### src/rtl/hsva_pkg.sv
`timescale 1ns / 1ps
package hsva_pkg;
  localparam int unsigned ChanW = 8;
  localparam int unsigned FracW = 16;
  localparam int unsigned FracOneW = FracW + 1;
  localparam int unsigned HueW = 19;
  localparam int unsigned DivSteps = 16;
  localparam int unsigned ModeW = 2;
  localparam int unsigned AmountW = 10;
  localparam int unsigned IdxW = 1;
  localparam logic [FracOneW-1:0] FracOne = 17'h10000;

  typedef enum logic [ModeW-1:0] {
    MODE_NONE = 2'd0,
    MODE_SAT  = 2'd1,
    MODE_VAL  = 2'd2,
    MODE_RSVD = 2'd3
  } mode_e;

  localparam logic [IdxW-1:0] RegMode   = 1'b0;
  localparam logic [IdxW-1:0] RegAmount = 1'b1;

  typedef enum logic [1:0] {
    BASE_RED   = 2'd0,
    BASE_GREEN = 2'd1,
    BASE_BLUE  = 2'd2,
    BASE_NONE  = 2'd3
  } base_e;

  // one item moving down the divider chain
  typedef struct packed {
    logic                vld;
    logic [ChanW-1:0]    mx;
    logic [ChanW-1:0]    d;
    logic                neg;
    base_e               base;
    logic [ChanW-1:0]    hrem;   // remainder for hue quotient
    logic [ChanW:0]      srem;   // remainder for saturation quotient
    logic [ChanW-1:0]    hnum;   // hue numerator bits still to feed
    logic [FracW:0]      hq;     // reaches 1.0 when |num| equals d
    logic [FracW:0]      sq;
  } cell_t;
endpackage

### src/rtl/hsva_div_cell.sv
`timescale 1ns / 1ps
// One restoring-division step for the hue and saturation quotients.
module hsva_div_cell (
  input  logic           clk_i,
  input  logic           rst_ni,
  input  logic           en_i,
  input  hsva_pkg::cell_t c_i,
  output hsva_pkg::cell_t c_o
);
  import hsva_pkg::*;
  cell_t c_d, c_q;
  logic vld_q;
  logic [ChanW:0]   ht;
  logic [ChanW+1:0] st;

  always_comb begin
    c_d = c_i;
    ht = {c_i.hrem, c_i.hnum[ChanW-1]};
    c_d.hnum = {c_i.hnum[ChanW-2:0], 1'b0};
    if (c_i.d != '0 && ht >= {1'b0, c_i.d}) begin
      c_d.hrem = ChanW'(ht - {1'b0, c_i.d});
      c_d.hq = {c_i.hq[FracW-1:0], 1'b1};
    end else begin
      c_d.hrem = ht[ChanW-1:0];
      c_d.hq = {c_i.hq[FracW-1:0], 1'b0};
    end
    st = {c_i.srem, 1'b0};
    if (c_i.mx != '0 && st >= {2'b0, c_i.mx}) begin
      c_d.srem = (ChanW+1)'(st - {2'b0, c_i.mx});
      c_d.sq = {c_i.sq[FracW-1:0], 1'b1};
    end else begin
      c_d.srem = st[ChanW:0];
      c_d.sq = {c_i.sq[FracW-1:0], 1'b0};
    end
  end

  always_ff @(posedge clk_i or negedge rst_ni) begin
    if (!rst_ni) begin
      vld_q <= 1'b0;
    end else if (en_i) begin
      vld_q <= c_d.vld;
    end
  end

  always_ff @(posedge clk_i) begin
    if (en_i) begin
      c_q <= c_d;
    end
  end

  always_comb begin
    c_o = c_q;
    c_o.vld = vld_q;
  end
endmodule

### config.mk
export PLATFORM = sky130hd
export DESIGN_NAME = hsva_div_cell
export DESIGN_NICKNAME = d
export VERILOG_FILES = /design/src/rtl/hsva_pkg.sv /design/src/rtl/hsva_div_cell.sv
export SDC_FILE = /design/constraint.sdc
export NUM_CORES = 1
export LEC_CHECK = 0
export BUFFER_PORTS_ARGS = -buffer_cell sky130_fd_sc_hd__buf_2
export CORE_MARGIN = 5
export CORE_UTILIZATION = 42
export DETAILED_ROUTE_END_ITERATION = 10
export GPL_ROUTABILITY_DRIVEN = 0
export GPL_TIMING_DRIVEN = 0
export PLACE_DENSITY_LB_ADDON = 0.12
export SLEW_MARGIN = 20
export SYNTH_ARGS = -nofsm -noshare
export SYNTH_HDL_FRONTEND = slang
export SYNTH_SLANG_ARGS = --single-unit
### constraint.sdc
create_clock -name clk_i -period 0.8 [get_ports clk_i]
set_input_delay 0.16 -clock clk_i [delete_from_list [all_inputs] [get_ports clk_i]]
set_output_delay 0.16 -clock clk_i [all_outputs]
set_load 0.005 [all_outputs]
Yosys cells after proc, flatten, opt, wreduce, memory -nomap -nowiden:

Cells that the tools add are included.

* flip-flop bits (word level): 78
* output and inout bits: 79
* bits of input ports: 82

* muxes and demuxes: 4
* magnitude comparators: 2
* reductions and logical operators: 4
* $add $sub $neg: 2

Operator list (count)
* nonzero test 8 bit: 2
* >= comparator 10 x 8 -> 1 bit: 1
* >= comparator 9 x 8 -> 1 bit: 1
* two-way mux 9 bit: 1
* subtractor 9 x 8 -> 9 bit: 1
* two-way mux 8 bit: 1
* subtractor 8 bit: 1
* logical AND 1 bit: 2
* two-way mux 1 bit: 2

Depth between registers and ports, before layout:

Gate-level depths: netlist (run 1).

* word-level depth: 3
* depth in mapped cells: 9
* depth with buffers taken out: 8

Worst setup path after synthesis (run 1):

Ideal clock, no wire load.

* path type: input-to-reg
* start: input c_i[71] (netlist name)
* end: register c_q (netlist bit c_o[44]), data pin
* setup slack: -1.349 ns
* stages: 9
* data arrival time: 1.889 ns
* data required time: 0.540 ns
* cell sequence: inv_1 > ha_1 > ha_1 > nand2b_1 > a211o_1 > a31oi_1 > nand2b_1 > buf_2 > mux2_2

RTL lines
* from (decl): line hsva_div_cell.sv:7 `input hsva_pkg::cell_t c_i,`
* to (signal assigned): line hsva_div_cell.sv:47 `c_q <= c_d;`
* to (decl): line hsva_div_cell.sv:11 `cell_t c_d, c_q;`

==> results of run 1 <==
-- cells in the mapped netlist (all sizes together) (2+ instances only) --
cell type	n
nor3	3
nand2	6
inv	21
xnor2	3
and3	2
nand3	4
edfxtp	77
a31oi	2
o21a	3
mux2	13
o21ai	8
a211o	2
o31a	2
a211oi	2
nor4	4
mux2i	5
a21oi	6
fa	2
xor2	2
ha	16
nor2	8
o211ai	3
buf	3
nand2b	4
nor2b	6
-- where the power goes --
group / total [mW] / internal (mW) / switching, mW / leakage (nW)
Clock: 3.26 / 1.78 / 1.48 / 0.104
Sequential: 5.03 / 4.94 / 0.0917 / 0.766
Combinational: 2.31 / 1.31 / 0.991 / 1.54
Total: 10.6 / 8.04 / 2.56 / 2.41
-- flip-flops by register name, summed over array words and instances (netlist names) --
register  cells
c_o          77
vld_q         1
-- cell type report --
cell class,count,area share (%)
well taps,105,2.34
flip-flops and latches,78,41.6
repair buffers,220,26.6
plain buffers,2,0.334
clock inverters,6,1.65
clock buffers,10,2.27
inverters,21,1.94
multi-input cells,121,23.3
-- worst max path at each step --
stage               slack, ps     from           endpoint
floorplan               -1200  c_i[53]  c_o[54]$_DFFE_PP_
global placement        -1610  c_i[65]  c_o[56]$_DFFE_PP_
detailed placement      -1630  c_i[65]  c_o[58]$_DFFE_PP_
CTS                      -940  c_i[71]  c_o[44]$_DFFE_PP_
global route             -940  c_i[71]  c_o[44]$_DFFE_PP_
finish                   -910  c_i[71]  c_o[44]$_DFFE_PP_
-- per-layer routing --
layer  part of all wire [%]  GRT usage, %  wire length (um)  vias up
met1                     42          23.5              3950     1300
met4                    1.7          5.70               161        0
li1                       -             -                 -     1308
met3                    8.7          4.38               825       12
met2                     48          30.5              4560      126
met5                      0             0                 0        -
-- kinds of logic (layout without fill, tap and decap cells) --
family | after synthesis | count (layout) | share of synthesized area [%]
AO/OA/AOI/OAI | 37 | 37 | 8.15
XOR/XNOR | 5 | 5 | 1.28
adder cells (fa/ha/maj) | 18 | 18 | 7.01
buffers and inverters | 24 | 259 | 2.89
flip-flops | 78 | 78 | 68.2
multiplexers | 18 | 18 | 5.74
other | 1 | 1 | 0.110
AND/OR/NAND/NOR | 42 | 42 | 6.58
-- per-stage QoR --
step	instances	instance area, um2	total power [mW]	hold WS, ps	TNS [ps]
3_5_place_dp	486	4580	6.90	-64.2	-48470
5_1_grt	563	5610	11.1	-2.95	-34440
6_report	563	5610	10.6	19.3	-30050
3_3_place_gp	485	4550	6.86	-65.3	-110370
4_1_cts	554	5480	10.6	0.645	-32290
2_1_floorplan	223	3630	6.02	-136	-19870
-- timing repair --
action / in CTS / in global routing
gates resized for setup: 40 / 21
hold buffers: 35 / 2
pin swaps: 14 / 7
endpoints found under the hold margin: 35 / 2
gates cloned: 1 / 0
endpoints found under the setup margin: 117 / 98
setup buffers: 16 / 9
==> reports/metrics.csv, run 1 <==
stage;metric;value;unit
die;row_count;33;
sta;fmax;586;MHz
clock_tree;insertion_delay;330;ps
hold_path;holdPathEnd;c_o[41]$_DFFE_PP_;
logic_synthesis;yosysTopAreaCell;edfxtp_1;
drt;drcViolationCount;0;
logic_synthesis;synth_area_per_cell;15.4;um2
logic_synthesis;ys.flop_type;edfxtp_1;
worst_setup_path;reg2regPathDepth;1;
final_layout;drive_above_1_share;56.8;%
die;core_area;8090;um2
logic_synthesis;synth_edf_count;77;
logic_synthesis;synth_nets;323;
worst_setup_path;critPathRequiredTime;870;ps
die;die-width;100;um
final_layout;final_cell_mix;buf_2 (148), edfxtp_1 (77), dlygate4sd3_1 (37), buf_4 (20);
clock_tree;clockBufferDepth;2;
drt;postRouteAntennaNets;0;
sta;setup_violations;97;
drt;drt_iter0_drc;60;
worst_setup_path;crit_cells;9;
clock_tree;clk_pin_slew;70;ps
worst_setup_path;slowest_stage;mux2_4;
final_layout;syn2layout_area_growth;63.9;%
die;design.die.area;10100;um2
hold_path;hold_path.startpoint;c_i[40];
worst_setup_path;worst_path_dominant_cell_family;compound AO/OA/AOI/OAI gates;
clock_tree;cts.sinks;78;
sta;layout_setup_ws;-906;ps
clock_tree;root_buffer;clkbuf_8;
logic_synthesis;synthArstFlopShare;1.28;%
drt;wl;9.49;mm
final_layout;layout.area.seq;2340;um2
outcome;violations;setup timing;
final_layout;layout_commonest_cell;buf_2;
worst_setup_path;path_max_fanout;8;
outcome;run_status;finished, violations left;
sta;period_share;213;%
worst_setup_path;cp-end-kind;flop;
sta;maxSlewViolCount;0;
global_routing;antenna_found_initial;0;
worst_setup_path;path_class;input pin to flop;
logic_synthesis;synth_top_area_share;67.5;%
worst_setup_path;r2r_setup_slack;20;ps
logic_synthesis;seq_area_frac_synth;68.2;%
logic_synthesis;synth_seq_cells;78;
worst_setup_path;r2r_end;vld_q$_DFFE_PN0P_;
power;peakVddDrop;0.000786;V
sta;fin_crit;1710;ps
final_layout;multi_input_area;1310;um2
hold_path;worstHoldPathCells;1;
worst_setup_path;critPathArrivalTime;1780;ps
global_routing;overflow;0;
final_layout;post-route-util;69.4;%
global_routing;grt_usage;18.2;%
logic_synthesis;synth.distinct_cells;44;
worst_setup_path;crit_chain;buf_12 -> inv_12 -> ha_4 -> ha_4 -> nand2b_4 -> a211o_1 -> a31oi_4 -> nand2b_4 -> mux2_4;
worst_setup_path;cp_slowest_stage_delay;320;ps
die;dieHeight;100;um
clock_tree;htree_num_levels;3;
sta;rsz0062_at_grt;yes;
job;cap_violations;0;
hold_path;hold_path_class;input pin to flop;
logic_synthesis;ys_top_cells_by_area;edfxtp_1 (68%), ha_1 (5.8%), mux2_2 (4.3%), inv_1 (2.3%), mux2i_1 (1.5%);
sta;finClkSkew;0;ps
power;power_density;1890;nW/um2
placed_design;place_ws;-1630;ps
clock_tree;cts_made_buffers;9;
global_routing;grt_max_degree;30;
clock_tree;cts_tree;built;
power;p_leak;2.41;nW
final_layout;diodes;0;
drt;wl_per_cell;16.9;um
worst_setup_path;cp_num_buf_inv;2;
drt;drtPass1Iterations;4;
final_layout;nNetsFinal;553;
worst_setup_path;r2r-start;vld_q$_DFFE_PN0P_;
drt;vias;2746;
worst_setup_path;startpoint_type;input pin;
die;io_pins;161;
logic_synthesis;synth_cells;223;
die;initial_core_util;42.3;%
global_routing;grt_pass1_wl;14.1;mm
logic_synthesis;yosys_warnings;0;
global_routing;grt_pass1_vias;2723;
placed_design;hpwlAfterDp;6.49;mm
logic_synthesis;syn_area;3420;um2
drt;viasPerCell;4.88;
sta;finalHoldViolCount;0;
placed_design;portBuffers;157;
final_layout;fill_cells;598;
Note: power is estimated with default switching activity, not from simulation.
==> run 2: changes to the inputs <==
BUFFER_PORTS_ARGS = -buffer_cell sky130_fd_sc_hd__buf_4   (was -buffer_cell sky130_fd_sc_hd__buf_2)
PLACE_DENSITY = 0.76   (was not set)
PLACE_DENSITY_LB_ADDON = not set   (was 0.12)
==> run 2 against run 1 <==
Final cell count increased by 1.4%. Sequential share of layout area fell by 3.2 points. First-iteration DRC count grew 130%. Utilization is 5.7 points higher. Combinational power up 16%. Critical path depth fell by 1. Global-route usage grew 1.2 points. Via count up 3.2%. Critical path type unchanged. Clock skew stayed put. Register-to-register slack about the same. The run still ends with setup timing left.
==> reports/metrics.csv, run 2 (synthesis results as in run 1) <==
stage;metric;value;unit;change
power;power_density;1790;nW/um2;-5.0%
sta;max_slew.worst_pin.slew;573;ps;
clock_tree;clockBufferDepth;2;;unchanged
sta;maxSlewViolCount;0;;unchanged
job;cap_violations;0;;unchanged
worst_setup_path;path_max_fanout;8;;unchanged
final_layout;final_cells;571;;+1.4%
drt;postRouteAntennaNets;0;;unchanged
final_layout;diodes;0;;unchanged
die;io_pins;161;;unchanged
sta;finalHoldViolCount;0;;unchanged
die;dieHeight;100;um;unchanged
clock_tree;root_buffer;clkbuf_8;;
power;p_leak;2.57;nW;+6.8%
final_layout;fill_cells;480;;-20%
worst_setup_path;critPathRequiredTime;900;ps;+30 ps
drt;vias;2833;;+3.2%
drt;drt_iter0_drc;135;;+130%
clock_tree;insertion_delay;350;ps;+20 ps
worst_setup_path;startpoint_type;input pin;;
final_layout;drive_above_1_share;54.1;%;-2.7 points
final_layout;post-route-util;75.1;%;+5.7 points
hold_path;hold_path_class;input pin to flop;;
worst_setup_path;critPathArrivalTime;1820;ps;+40 ps
worst_setup_path;r2r-start;vld_q$_DFFE_PN0P_;;
sta;setup_violations;97;;unchanged
worst_setup_path;reg2regPathDepth;1;;unchanged
hold_path;holdPathEnd;c_o[62]$_DFFE_PP_;;
outcome;violations;setup timing;;
worst_setup_path;path_class;input pin to flop;;
final_layout;largest_reg_flops;77;;unchanged
die;design.die.area;10100;um2;unchanged
clock_tree;cts_tree;built;;
final_layout;final_area;6080;um2;+8.3%
placed_design;hpwlAfterDp;6.73;mm;+3.7%
global_routing;grt_usage;19.4;%;+1.2 points
sta;finClkSkew;0;ps;unchanged
global_routing;grt_max_degree;79;;+160%
drt;drcViolationCount;0;;unchanged
placed_design;place_area;4940;um2;+7.9%
global_routing;grt_pass1_vias;2889;;+6.1%
placed_design;portBuffers;157;;unchanged
global_routing;grt_pass1_wl;14.9;mm;+5.5%
worst_setup_path;r2r_setup_slack;10;ps;about the same
die;core_area;8090;um2;unchanged
hold_path;worstHoldPathCells;1;;unchanged
final_layout;layout_commonest_cell;buf_4;;
sta;fmax;585;MHz;-0.27%
final_layout;layout.area.seq;2340;um2;unchanged
drt;drtPass1Iterations;5;;+1
placed_design;dp.cells;485;;-0.21%
clock_tree;cts_made_buffers;9;;unchanged
clock_tree;clk_pin_slew;90;ps;+20 ps
die;row_count;33;;unchanged
die;die-width;100;um;unchanged
drt;wl_per_cell;18.9;um;+12%
final_layout;multi_input_area;1270;um2;-2.9%
global_routing;overflow;0;;unchanged
clock_tree;htree_num_levels;3;;unchanged
hold_path;hold_path.startpoint;c_i[62];;
sta;slew_headroom;61.8;%;
final_layout;final_cell_mix;buf_4 (136), edfxtp_1 (77), dlygate4sd3_1 (52), buf_6 (39);;
drt;wl;10.8;mm;+14%
power;peakVddDrop;0.00132;V;+68%
worst_setup_path;cp-end-kind;flop;;
sta;layout_setup_ws;-911;ps;-4.63 ps
final_layout;syn2layout_area_growth;77.5;%;
drt;viasPerCell;4.96;;+1.7%
die;initial_core_util;42.3;%;unchanged
sta;period_share;214;%;+0.58 points
clock_tree;cts.sinks;78;;unchanged
global_routing;antenna_found_initial;0;;unchanged
sta;fin_crit;1710;ps;+4.63 ps
outcome;run_status;finished, violations left;;
final_layout;nNetsFinal;561;;+1.4%
worst_setup_path;r2r_end;vld_q$_DFFE_PN0P_;;
sta;rsz0062_at_grt;yes;;
run 2: cell types whose count changed in the layout (fill, tap and decap cells not counted), moves of 2 or more:
cell | previous run | this run
a31oi_4 | 2 | 0
buf_2 | 148 | 0
buf_6 | 11 | 39
a31oi_2 | 0 | 2
dlygate4sd3_1 | 37 | 52
buf_4 | 20 | 136
run 2: worst max path at each step:
stage                  from                 to
detailed placement  c_i[65]  c_o[55]$_DFFE_PP_
finish              c_i[42]  c_o[44]$_DFFE_PP_
global route        c_i[71]  c_o[44]$_DFFE_PP_
floorplan           c_i[53]  c_o[54]$_DFFE_PP_
global placement    c_i[65]  c_o[54]$_DFFE_PP_
CTS                 c_i[71]  c_o[46]$_DFFE_PP_
run 2: through the flow:
| step | worst slack, ps | TNS, ps | power (mW) | hold slack (ps) |
|---|---|---|---|---|
| global route | -941 | -37820 | 11.4 | 9.12 |
| global placement | -1580 | -64180 | 7.15 | -64.3 |
| CTS | -903 | -33510 | 10.7 | 0.389 |
| detailed placement | -1600 | -67050 | 7.23 | -64.0 |
| finish | -911 | -33640 | 10.9 | 36.8 |
| floorplan | -1200 | -19870 | 6.02 | -136 |
run 2: area by class of cell:
| cell class | count | share of cell area, % |
|---|---|---|
| flip-flops and latches | 78 | 38.5 |
| repair buffers | 228 | 33.1 |
| multi-input cells | 121 | 20.9 |
| well taps | 105 | 2.16 |
| clock buffers | 9 | 2.04 |
| inverters | 21 | 1.75 |
| clock inverters | 7 | 1.32 |
| plain buffers | 2 | 0.309 |
run 2: report_power, final:
part | switching [mW] | total [mW] | internal, mW
combinational | 1.01 | 2.67 | 1.66
clock | 1.63 | 3.12 | 1.49
sequential | 0.156 | 5.10 | 4.95
total | 2.80 | 10.9 | 8.10
run 2: layer usage:
layer / GRT usage [%] / wire, um / vias up
li1: - / - / 1325
met1: 21.8 / 3900 / 1372
met2: 37.2 / 6150 / 124
met3: 3.82 / 603 / 12
met4: 5.08 / 164 / 0
met5: 0 / 0 / -
run 2: timing repair:
item | 4_1_cts | 5_1_grt
setup buffers | 14 | 6
setup endpoints to repair | 175 | 98
hold endpoints to repair | 45 | 7
hold buffers | 45 | 7
gates resized for setup | 40 | 31
pin swaps | 11 | 10
run 2: critical path: stages:
cell,delay [ps]
buf_4,130
ha_4,220
ha_4,150
nand2b_4,120
a211o_1,270
a31oi_2,190
nand2b_4,240
mux2_4,320
