[src/rtl/hsva_pkg.sv]
`timescale 1ns / 1ps
package hsva_pkg;
  localparam int unsigned ChanW = 8;
  localparam int unsigned FracW = 16;
  localparam int unsigned FracOneW = FracW + 1;
  localparam int unsigned HueW = 19;
  localparam int unsigned DivSteps = 16;
  localparam int unsigned ModeW = 2;
  localparam int unsigned AmountW = 10;
  localparam int unsigned IdxW = 1;
  localparam logic [FracOneW-1:0] FracOne = 17'h10000;

  typedef enum logic [ModeW-1:0] {
    MODE_NONE = 2'd0,
    MODE_SAT  = 2'd1,
    MODE_VAL  = 2'd2,
    MODE_RSVD = 2'd3
  } mode_e;

  localparam logic [IdxW-1:0] RegMode   = 1'b0;
  localparam logic [IdxW-1:0] RegAmount = 1'b1;

  typedef enum logic [1:0] {
    BASE_RED   = 2'd0,
    BASE_GREEN = 2'd1,
    BASE_BLUE  = 2'd2,
    BASE_NONE  = 2'd3
  } base_e;

  // one item moving down the divider chain
  typedef struct packed {
    logic                vld;
    logic [ChanW-1:0]    mx;
    logic [ChanW-1:0]    d;
    logic                neg;
    base_e               base;
    logic [ChanW-1:0]    hrem;   // remainder for hue quotient
    logic [ChanW:0]      srem;   // remainder for saturation quotient
    logic [ChanW-1:0]    hnum;   // hue numerator bits still to feed
    logic [FracW:0]      hq;     // reaches 1.0 when |num| equals d
    logic [FracW:0]      sq;
  } cell_t;
endpackage

[src/rtl/hsva_back.sv]
`timescale 1ns / 1ps
// HSV adjust and back conversion, three register stages.
module hsva_back (
  input  logic                     clk_i,
  input  logic                     rst_ni,
  input  logic                     en_i,
  input  hsva_pkg::cell_t          c_i,
  input  hsva_pkg::mode_e          mode_i,
  input  logic signed [hsva_pkg::AmountW-1:0] amount_i,
  output logic                     vld_o,
  output logic [3*hsva_pkg::ChanW-1:0] rgb_o
);
  import hsva_pkg::*;
  logic [FracOneW-1:0] val, sat, sadj, vadj;
  logic signed [FracOneW+2:0] sum_s, sum_v, amt;
  logic [HueW-1:0] hue;
  logic [ChanW+FracW-1:0] vmul;
  logic [FracW:0] sq;

  // stage 1
  logic a_vld_q;
  logic [FracOneW-1:0] a_s_q, a_v_q;
  logic [2:0] a_i_q;
  logic [FracW-1:0] a_f_q;
  // stage 2
  logic b_vld_q;
  logic [FracOneW-1:0] b_v_q, b_sx_q, b_sy_q, b_sz_q;
  logic b_grey_q;
  logic [2:0] b_i_q;
  // stage 3
  logic c_vld_q;
  logic [FracOneW-1:0] c_r_q, c_g_q, c_b_q;
  logic [FracOneW-1:0] x, y, z, cr, cg, cb;
  logic [2*FracOneW-1:0] px, py, pz, psf, psg;
  logic [FracOneW+ChanW-1:0] tr, tg, tb;

  always_comb begin
    // V = ceil(mx*65536/255) = mx*257 + 1 if mx != 0, clipped
    vmul = (ChanW+FracW)'(c_i.mx) * (ChanW+FracW)'(257);
    val = (c_i.mx == '0) ? '0 : FracOneW'(vmul + 1'b1);
    if (c_i.mx == 8'hFF) val = FracOne;
    sq = c_i.sq;
    sat = (c_i.mx == '0) ? '0 : FracOneW'(sq);
    unique case (c_i.base)
      BASE_RED:   hue = c_i.neg ? HueW'(19'd393216 - {2'b0, c_i.hq}) : {2'b0, c_i.hq};
      BASE_GREEN: hue = c_i.neg ? HueW'(19'd131072 - {2'b0, c_i.hq})
                               : HueW'(19'd131072 + {2'b0, c_i.hq});
      BASE_BLUE:  hue = c_i.neg ? HueW'(19'd262144 - {2'b0, c_i.hq})
                               : HueW'(19'd262144 + {2'b0, c_i.hq});
      default:    hue = '0;
    endcase
    if (hue >= 19'd393216) hue = '0;
    amt = {{2{amount_i[AmountW-1]}}, amount_i, 8'b0};
    sum_s = $signed({3'b0, sat}) + amt;
    sum_v = $signed({3'b0, val}) + amt;
    sadj = sum_s < 0 ? '0 : (sum_s > $signed({3'b0, FracOne}) ? FracOne : FracOneW'(sum_s));
    vadj = sum_v < 0 ? '0 : (sum_v > $signed({3'b0, FracOne}) ? FracOne : FracOneW'(sum_v));
  end

  always_ff @(posedge clk_i or negedge rst_ni) begin
    if (!rst_ni) begin
      a_vld_q <= 1'b0; b_vld_q <= 1'b0; c_vld_q <= 1'b0;
    end else if (en_i) begin
      a_vld_q <= c_i.vld; b_vld_q <= a_vld_q; c_vld_q <= b_vld_q;
    end
  end

  assign psf = {{FracOneW{1'b0}}, a_s_q} * {{(FracOneW+1){1'b0}}, a_f_q};
  assign psg = {{FracOneW{1'b0}}, a_s_q} * (2*FracOneW)'(FracOne - {1'b0, a_f_q});

  always_ff @(posedge clk_i) begin
    if (en_i) begin
      a_s_q <= (mode_i == MODE_SAT) ? sadj : sat;
      a_v_q <= (mode_i == MODE_VAL) ? vadj : val;
      a_i_q <= hue[HueW-1:FracW];
      a_f_q <= hue[FracW-1:0];
      b_v_q <= a_v_q;
      b_grey_q <= (a_s_q == '0);
      b_i_q <= a_i_q;
      b_sx_q <= FracOne - a_s_q;
      b_sy_q <= FracOne - FracOneW'(psf >> FracW);
      b_sz_q <= FracOne - FracOneW'(psg >> FracW);
      c_r_q <= cr; c_g_q <= cg; c_b_q <= cb;
    end
  end

  assign px = {{FracOneW{1'b0}}, b_v_q} * {{FracOneW{1'b0}}, b_sx_q};
  assign py = {{FracOneW{1'b0}}, b_v_q} * {{FracOneW{1'b0}}, b_sy_q};
  assign pz = {{FracOneW{1'b0}}, b_v_q} * {{FracOneW{1'b0}}, b_sz_q};
  assign x = FracOneW'(px >> FracW);
  assign y = FracOneW'(py >> FracW);
  assign z = FracOneW'(pz >> FracW);

  always_comb begin
    if (b_grey_q) begin
      cr = b_v_q; cg = b_v_q; cb = b_v_q;
    end else begin
      unique case (b_i_q)
        3'd0:    begin cr = b_v_q; cg = z; cb = x; end
        3'd1:    begin cr = y; cg = b_v_q; cb = x; end
        3'd2:    begin cr = x; cg = b_v_q; cb = z; end
        3'd3:    begin cr = x; cg = y; cb = b_v_q; end
        3'd4:    begin cr = z; cg = x; cb = b_v_q; end
        default: begin cr = b_v_q; cg = x; cb = y; end
      endcase
    end
  end

  // c*255 >> 16 = (c*256 - c) >> 16
  assign tr = {c_r_q, 8'b0} - (FracOneW+ChanW)'(c_r_q);
  assign tg = {c_g_q, 8'b0} - (FracOneW+ChanW)'(c_g_q);
  assign tb = {c_b_q, 8'b0} - (FracOneW+ChanW)'(c_b_q);
  assign rgb_o = {tb[FracW+ChanW-1:FracW], tg[FracW+ChanW-1:FracW], tr[FracW+ChanW-1:FracW]};
  assign vld_o = c_vld_q;

  logic unused;
  assign unused = ^{c_i.hrem, c_i.srem, c_i.hnum, c_i.d};
endmodule
[config.mk]
export PLATFORM = sky130hd
export DESIGN_NAME = hsva_back
export DESIGN_NICKNAME = d
export VERILOG_FILES = /design/src/rtl/hsva_pkg.sv /design/src/rtl/hsva_back.sv
export SDC_FILE = /design/constraint.sdc
export NUM_CORES = 2
export LEC_CHECK = 0
export BUFFER_PORTS_ARGS = -buffer_cell sky130_fd_sc_hd__buf_2
export CAP_MARGIN = 20
export CORE_UTILIZATION = 30
export DETAILED_ROUTE_END_ITERATION = 10
export GPL_TIMING_DRIVEN = 0
export SETUP_SLACK_MARGIN = 0.15
export SLEW_MARGIN = 15
export SYNTH_ARGS = -nofsm -noshare
export SYNTH_HDL_FRONTEND = slang
export SYNTH_SLANG_ARGS = --single-unit
[constraint.sdc]
create_clock -name clk_i -period 9.34 [get_ports clk_i]
set_clock_uncertainty 0.15 [all_clocks]
set_input_delay 1.868 -clock clk_i [delete_from_list [all_inputs] [get_ports clk_i]]
set_output_delay 1.868 -clock clk_i [all_outputs]
set_load 0.05 [all_outputs]
### Word-level counts from Yosys, hierarchy flattened

Index checks and enable logic that the tools add are counted.

| word-level totals | value |
|---|---|
| logic and storage cells | 78 |
| output and inout port bits | 25 |
| bits in writable memories | 0 |
| ROM bits | 0 |
| register bits | 179 |
| memories | 0 |
| bits in latches | 0 |

| cells by class | value |
|---|---|
| add/sub/neg operators | 15 |
| $mul | 6 |
| magnitude comparators | 5 |
| shift operators | 0 |
| bitwise gates (word level) | 0 |
| div/mod/pow operators | 0 |
| equality and inequality tests | 9 |
| reductions and logical operators | 8 |
| multiplexer cells | 19 |

Operators with widths:

| cell | count |
|---|---|
| 17-bit two-way mux | 12 |
| 17-bit one-hot mux with 3 select lines | 3 |
| 17-bit by 17-bit multiplier with 33-bit output | 3 |
| 24-bit by 17-bit subtractor with 24-bit output | 3 |
| 19-bit two-way mux | 3 |
| 19-bit one-hot mux with 3 select lines | 1 |
| 17-bit subtractor (first input constant) | 3 |
| 18-bit by 18-bit adder with 19-bit output | 2 |
| 19-bit by 18-bit > comparator with 1-bit output (second input constant) | 2 |
| 19-bit by 1-bit < comparator with 1-bit output (second input constant) | 2 |
| 17-bit by 16-bit multiplier with 33-bit output | 1 |
| 18-bit by 18-bit multiplier with 33-bit output | 1 |
| 18-bit by 17-bit adder with 19-bit output (first input constant) | 1 |
| 19-bit by 17-bit adder with 19-bit output (first input constant) | 1 |
| 19-bit greater-or-equal comparator (second input constant) | 1 |
| 18-bit by 17-bit subtractor with 19-bit output (first input constant) | 1 |
| 18-bit by 18-bit subtractor with 19-bit output (first input constant) | 1 |
| 19-bit by 17-bit subtractor with 19-bit output (first input constant) | 1 |
| 17-bit by 16-bit subtractor with 18-bit output (first input constant) | 1 |
| 17-bit by 1-bit adder with 17-bit output (second input constant) | 1 |
| 17-bit zero test | 1 |
| 8-bit by 9-bit multiplier with 17-bit output (second input constant) | 1 |
| 8-bit == test (second input constant) | 1 |
| 8-bit zero test | 1 |
| 8 further kinds | 14 |

### Longest topological paths before layout

| logic depth | value |
|---|---|
| word-level depth | 9 |
| depth in mapped cells | 35 |
| mapped depth without buffers | 32 |

### Worst setup path before layout

Ideal clock, no wire load.

| timing path | value |
|---|---|
| path type | reg-to-reg |
| start point | reg a_f_q[5] |
| end point | reg b_sz_q[16] (data pin) |
| slack | 0.616 ns |
| data required time | 8.931 ns |
| arrival time | 8.314 ns |
| period minus slack after synthesis | 8.724 ns |
| path buffers | 2 |
| setup time | 0.259 ns |
| cell stages (with the launch flop) | 31 |
| cells stage by stage | edfxtp_1 -> clkbuf_1 -> or4_1 -> nor4_1 -> nand2_1 -> or3_1 -> xor2_1 -> clkbuf_1 -> nand2_1 -> fa_1 -> fa_1 -> fa_1 -> inv_1 -> fa_1 -> fa_1 -> inv_1 -> fa_1 -> inv_1 -> ha_1 -> a21o_1 -> a21oi_2 -> nor2b_1 -> o21a_1 -> a31o_4 -> o211a_1 -> o21ai_2 -> o211ai_1 -> a2111oi_4 -> or3b_1 -> a21oi_1 -> xnor2_1 |

| on the way | value |
|---|---|
| longest elaborated chain between the ends | 3 |

Ends and longest elaborated chain:

| item | line | RTL |
|---|---|---|
| from (decl) | hsva_back.sv:24 | `logic [FracW-1:0] a_f_q;` |
| from (signal assigned) | hsva_back.sv:76 | `a_f_q <= hue[FracW-1:0];` |
| 17-bit by 16-bit subtractor with 18-bit output | hsva_back.sv:69 | `assign psg = {{FracOneW{1'b0}}, a_s_q} * (2*FracOneW)'(FracOne - {1'b0, a_f_q});` |
| 18-bit by 18-bit multiplier with 33-bit output | hsva_back.sv:69 |  |
| 17-bit subtractor | hsva_back.sv:82 | `b_sz_q <= FracOne - FracOneW'(psg >> FracW);` |
| to (signal assigned) | hsva_back.sv:82 |  |
| to (decl) | hsva_back.sv:27 | `logic [FracOneW-1:0] b_v_q, b_sx_q, b_sy_q, b_sz_q;` |

Every way passes these cells.
A chain may end at the register's enable or synchronous reset.

### Final worst setup path

| timing path | value |
|---|---|
| start point | reg b_v_q[10] |
| end point | reg c_g_q[4] (data pin) |

| on the way | value |
|---|---|
| longest elaborated chain between the ends | 3 |
| elaborated cells on any way between the ends | 5 |
| classes of those cells | 3 x mul; 2 x mux |

Ends and longest elaborated chain:

| item | line | RTL |
|---|---|---|
| from (decl) | hsva_back.sv:27 |  |
| from (signal assigned) | hsva_back.sv:77 | `b_v_q <= a_v_q;` |
| 17-bit by 17-bit multiplier with 33-bit output, on equally long branches | hsva_back.sv:87, hsva_back.sv:88, hsva_back.sv:89 |  |
| 17-bit one-hot mux with 3 select lines (*) | hsva_back.sv:98 | `unique case (b_i_q)` |
| 17-bit two-way mux (*) | hsva_back.sv:95 | `if (b_grey_q) begin` |
| named net cg[4] | hsva_back.sv:33 | `logic [FracOneW-1:0] x, y, z, cr, cg, cb;` |
| to (signal assigned) | hsva_back.sv:83 | `c_r_q <= cr; c_g_q <= cg; c_b_q <= cb;` |
| to (decl) | hsva_back.sv:32 | `logic [FracOneW-1:0] c_r_q, c_g_q, c_b_q;` |

The timed path passes the listed nets; every way through them passes the cells marked *.

==> run_results.csv <==
group,metric,value,unit
outcome,status,"finished, final reports clean",
route,met1_length,76600,um
clock_tree,ctsRootBufferMaster,"clkbuf_16",
sta,finalMaxSlewViolations,0,
logic_synthesis,synth_seq_cells,179,
logic_synthesis,synth_compound_area_share,7.004,%
placed_design,hpwl,157600,um
clock_tree,cts.sinks,179,
min_path,hold_class,"reg -> reg",
min_path,hold_depth,0,
logic_synthesis,syn_avg_cell_area,8.870,um^2
route,highest_layer,"met5",
floorplanning,dieArea,0.1894,mm^2
cells_and_area,nFillCells,19420,
placed_design,numPortBuffers,83,
cells_and_area,final_layout_size_suffix_gt1_share,5.116,%
logic_synthesis,yosysUniqueCellTypes,109,
worst_setup_path,path_max_fanout,10,
floorplanning,boundaryPins,119,
clock_tree,holdBufCountCts,0,
logic_synthesis,synth_edf_count,176,
worst_setup_path,startpoint,"b_v_q[10]$_DFFE_PP_",
global_routing,grt_pass1_wl,287500,um
cells_and_area,final_cell_mix,"inv_1 (1420), fa_1 (1094), nand2_1 (1029)",
sta,rsz0062_at_grt,"false",
sta,hold_violations,0,
logic_synthesis,synth_xor_area_share,3.096,%
sta,period_minus_slack,8960,ps
logic_synthesis,muxShareOfSynthArea,0.3911,%
sta,finalSetupViolCount,0,
clock_tree,clk_pin_slew,70,ps
worst_setup_path,end_kind,"flop",
logic_synthesis,synthesis.nets,8109,
route,drc,0,
sta,max_slew.worst_pin.slew,1280,ps
logic_synthesis,netlist_area,0.05630,mm^2
sta,layout_setup_ws,380.0,ps
floorplanning,die_x,435.2,um
placed_design,place_ws,-1220,ps
flow_run,maxCapViolCount,0,
worst_setup_path,rr_endpoint,"c_g_q[4]$_DFFE_PP_",
worst_setup_path,crit_end,"c_g_q[4]$_DFFE_PP_",
worst_setup_path,r2r-start,"b_v_q[10]$_DFFE_PP_",
route,wl_met2,88770,um
floorplanning,die_h,435.2,um
route,drt_iter0_drc,3789,
clock_tree,numCtsBuffers,17,
clock_tree,clock_latency,510,ps
logic_synthesis,synth_ff_type,"edfxtp_1",
sta,maxSlewHeadroom,13.96,%
global_routing,antenna_found_initial,9,
logic_synthesis,seq_area_frac_synth,9.520,%
worst_setup_path,crit_type,"reg -> reg",
sta,max_freq,0.1116,GHz
worst_setup_path,reg2reg_setup_slack,380,ps
global_routing,grtUsageTotal,20.16,%
cells_and_area,final_common_cell,"inv_1",
route,drt_pass1_iterations,6,
sta,fin_crit_sh,95.93,%
global_routing,grt_max_degree,106,
worst_setup_path,worstPathRequired,9420,ps
cells_and_area,syn2layout_area_growth,8.736,%
logic_synthesis,async_reset_ff_share,1.676,%
sta,fin_tns_setup,0,ps
route,routed_wl,189800,um
placed_design,place.gp.congestion,0.9974,
floorplanning,initial_core_util,30.30,%
cells_and_area,multi_input_area,0.04468,mm^2
route,wl_per_cell,21.15,um
logic_synthesis,yosys.area_share.simple,16.56,%
floorplanning,coreArea,0.1858,mm^2
sta,whs,271.3,ps
worst_setup_path,r2r_cells,25,
clock_tree,htree_levels,4,
route,vias,44210,
logic_synthesis,yosys_warnings,0,
worst_setup_path,startpoint_type,"flop",
logic_synthesis,synth_top_family_by_area,"adder cells",
logic_synthesis,post_synth_inst_count,6348,
global_routing,grt_pass1_vias,46350,
floorplanning,rows,158,
route,met3WireLength,13560,um
cells_and_area,num-nets-final,8237,
route,ant_nets,0,
logic_synthesis,synth_adder_area_share,51.63,%
cells_and_area,seq_area,0.005360,mm^2
global_routing,overflow,0,
worst_setup_path,crit_arrival,9040,ps
clock_tree,cts_tree,"built",
clock_tree,cts_buffer_depth,2,
route,viasPerCell,4.925,
[critical path, cell delays in order (launching register included)]
cell and delay (ps):
edfxtp_1 480, clkbuf_2 440, clkbuf_1 590, nand2_1 180, fa_1 590, inv_1 70, fa_1 530, inv_1 50
fa_1 490, fa_1 550, inv_1 50, fa_1 410, fa_1 470, ha_1 310, a21o_1 190, a21o_1 180
a21o_1 170, a21o_1 180, a221oi_1 590, o21bai_1 260, a21oi_1 350, xnor2_1 340, nand2_1 190, a311oi_1 350
a21oi_1 70, a21oi_1 460
[registers in the layout, indices dropped and copies added, names as in the netlist]
name	flops
a_f_q	16
a_i_q	3
a_s_q	17
a_v_q	17
a_vld_q	1
b_grey_q	1
b_i_q	3
b_sx_q	17
b_sy_q	17
b_sz_q	17
b_v_q	17
b_vld_q	1
c_b_q	17
c_g_q	17
c_r_q	17
vld_o	1
[cells by family (layout without fill, tap and decap cells)]
| family | after synthesis | in the layout |
|---|---|---|
| adders and majority gates | 1667 | 1667 |
| DFF | 179 | 179 |
| muxes | 21 | 21 |
| xor gates and xnor gates | 199 | 199 |
| AOI/OAI and AO/OA | 552 | 552 |
| buffers and inverters | 1769 | 1910 |
| other | 0 | 7 |
| and+or+nand+nor | 1961 | 1961 |
[stage by stage]
stage / std cells / instance area [um^2] / util, %
detailed placement: 8917 / 59920 / 32.24
finish: 8976 / 61220 / 32.95
CTS: 8956 / 60850 / 32.74
global placement: 8911 / 59820 / 32.19
floorplan: 6348 / 56300 / -
global route: 8969 / 61210 / 32.94
[per-layer routing]
| layer | track usage (%) | vias up |
|---|---|---|
| met2 | 33.46 | 1824 |
| met4 | 9.842 | 2 |
| met5 | 0 | - |
| li1 | - | 19560 |
| met1 | 25.58 | 22420 |
| met3 | 2.989 | 397 |
[cell type report]
type | count | share of cell area (%)
Timing Repair Buffer | 109 | 1.065
Tap cell | 2480 | 5.068
Sequential cell | 179 | 8.755
Antenna cell | 7 | 0.02861
Buffer | 348 | 2.444
Multi-Input combinational cell | 4400 | 72.98
Clock inverter | 15 | 0.2493
Clock buffer | 17 | 0.6949
Inverter | 1421 | 8.712
[timing repair]
action | 4_1_cts | 5_1_grt
resized for setup | 89 | 140
pin swaps | 3 | 13
setup buffers | 7 | 13
hold endpoints to repair | 0 | 0
setup endpoints to repair | 51 | 36
[synthesized netlist by cell type, types with 19 or more instances]
cell type  number  area share [%]
a21o_1         53            0.71
buf_1          25            0.17
a31oi_1        21            0.23
nor3_1         47            0.42
a211oi_1       22            0.29
edfxtp_1      176             9.4
inv_1        1420             9.5
ha_1          573              13
nor2_1        152             1.0
fa_1         1094              39
nand2b_1       25            0.28
and3_1         36            0.40
o211ai_1       20            0.27
a21oi_1       128             1.1
clkbuf_1      321             2.1
xor2_1         69             1.1
nand3_1        42            0.37
xnor2_1       130             2.0
o21bai_1       19            0.25
nand2_1      1032             6.9
and2_1        520             5.8
o21ai_0        86            0.76
[how the worst min path moves through the flow]
stage | endpoint | slack (ps) | from
finish | b_v_q[12]$_DFFE_PP_ | 270 | a_v_q[12]$_DFFE_PP_
detailed placement | b_v_q[5]$_DFFE_PP_ | 250 | a_v_q[5]$_DFFE_PP_
global route | b_v_q[12]$_DFFE_PP_ | 280 | a_v_q[12]$_DFFE_PP_
global placement | b_v_q[12]$_DFFE_PP_ | 250 | a_v_q[12]$_DFFE_PP_
floorplan | b_i_q[0]$_DFFE_PP_ | 250 | a_i_q[0]$_SDFFCE_PP0P_
CTS | b_v_q[5]$_DFFE_PP_ | 270 | a_v_q[5]$_DFFE_PP_
Power is left out: the tool's default activity adds up to more than one toggle a clock period on the data nets, which glitch-free logic cannot reach.
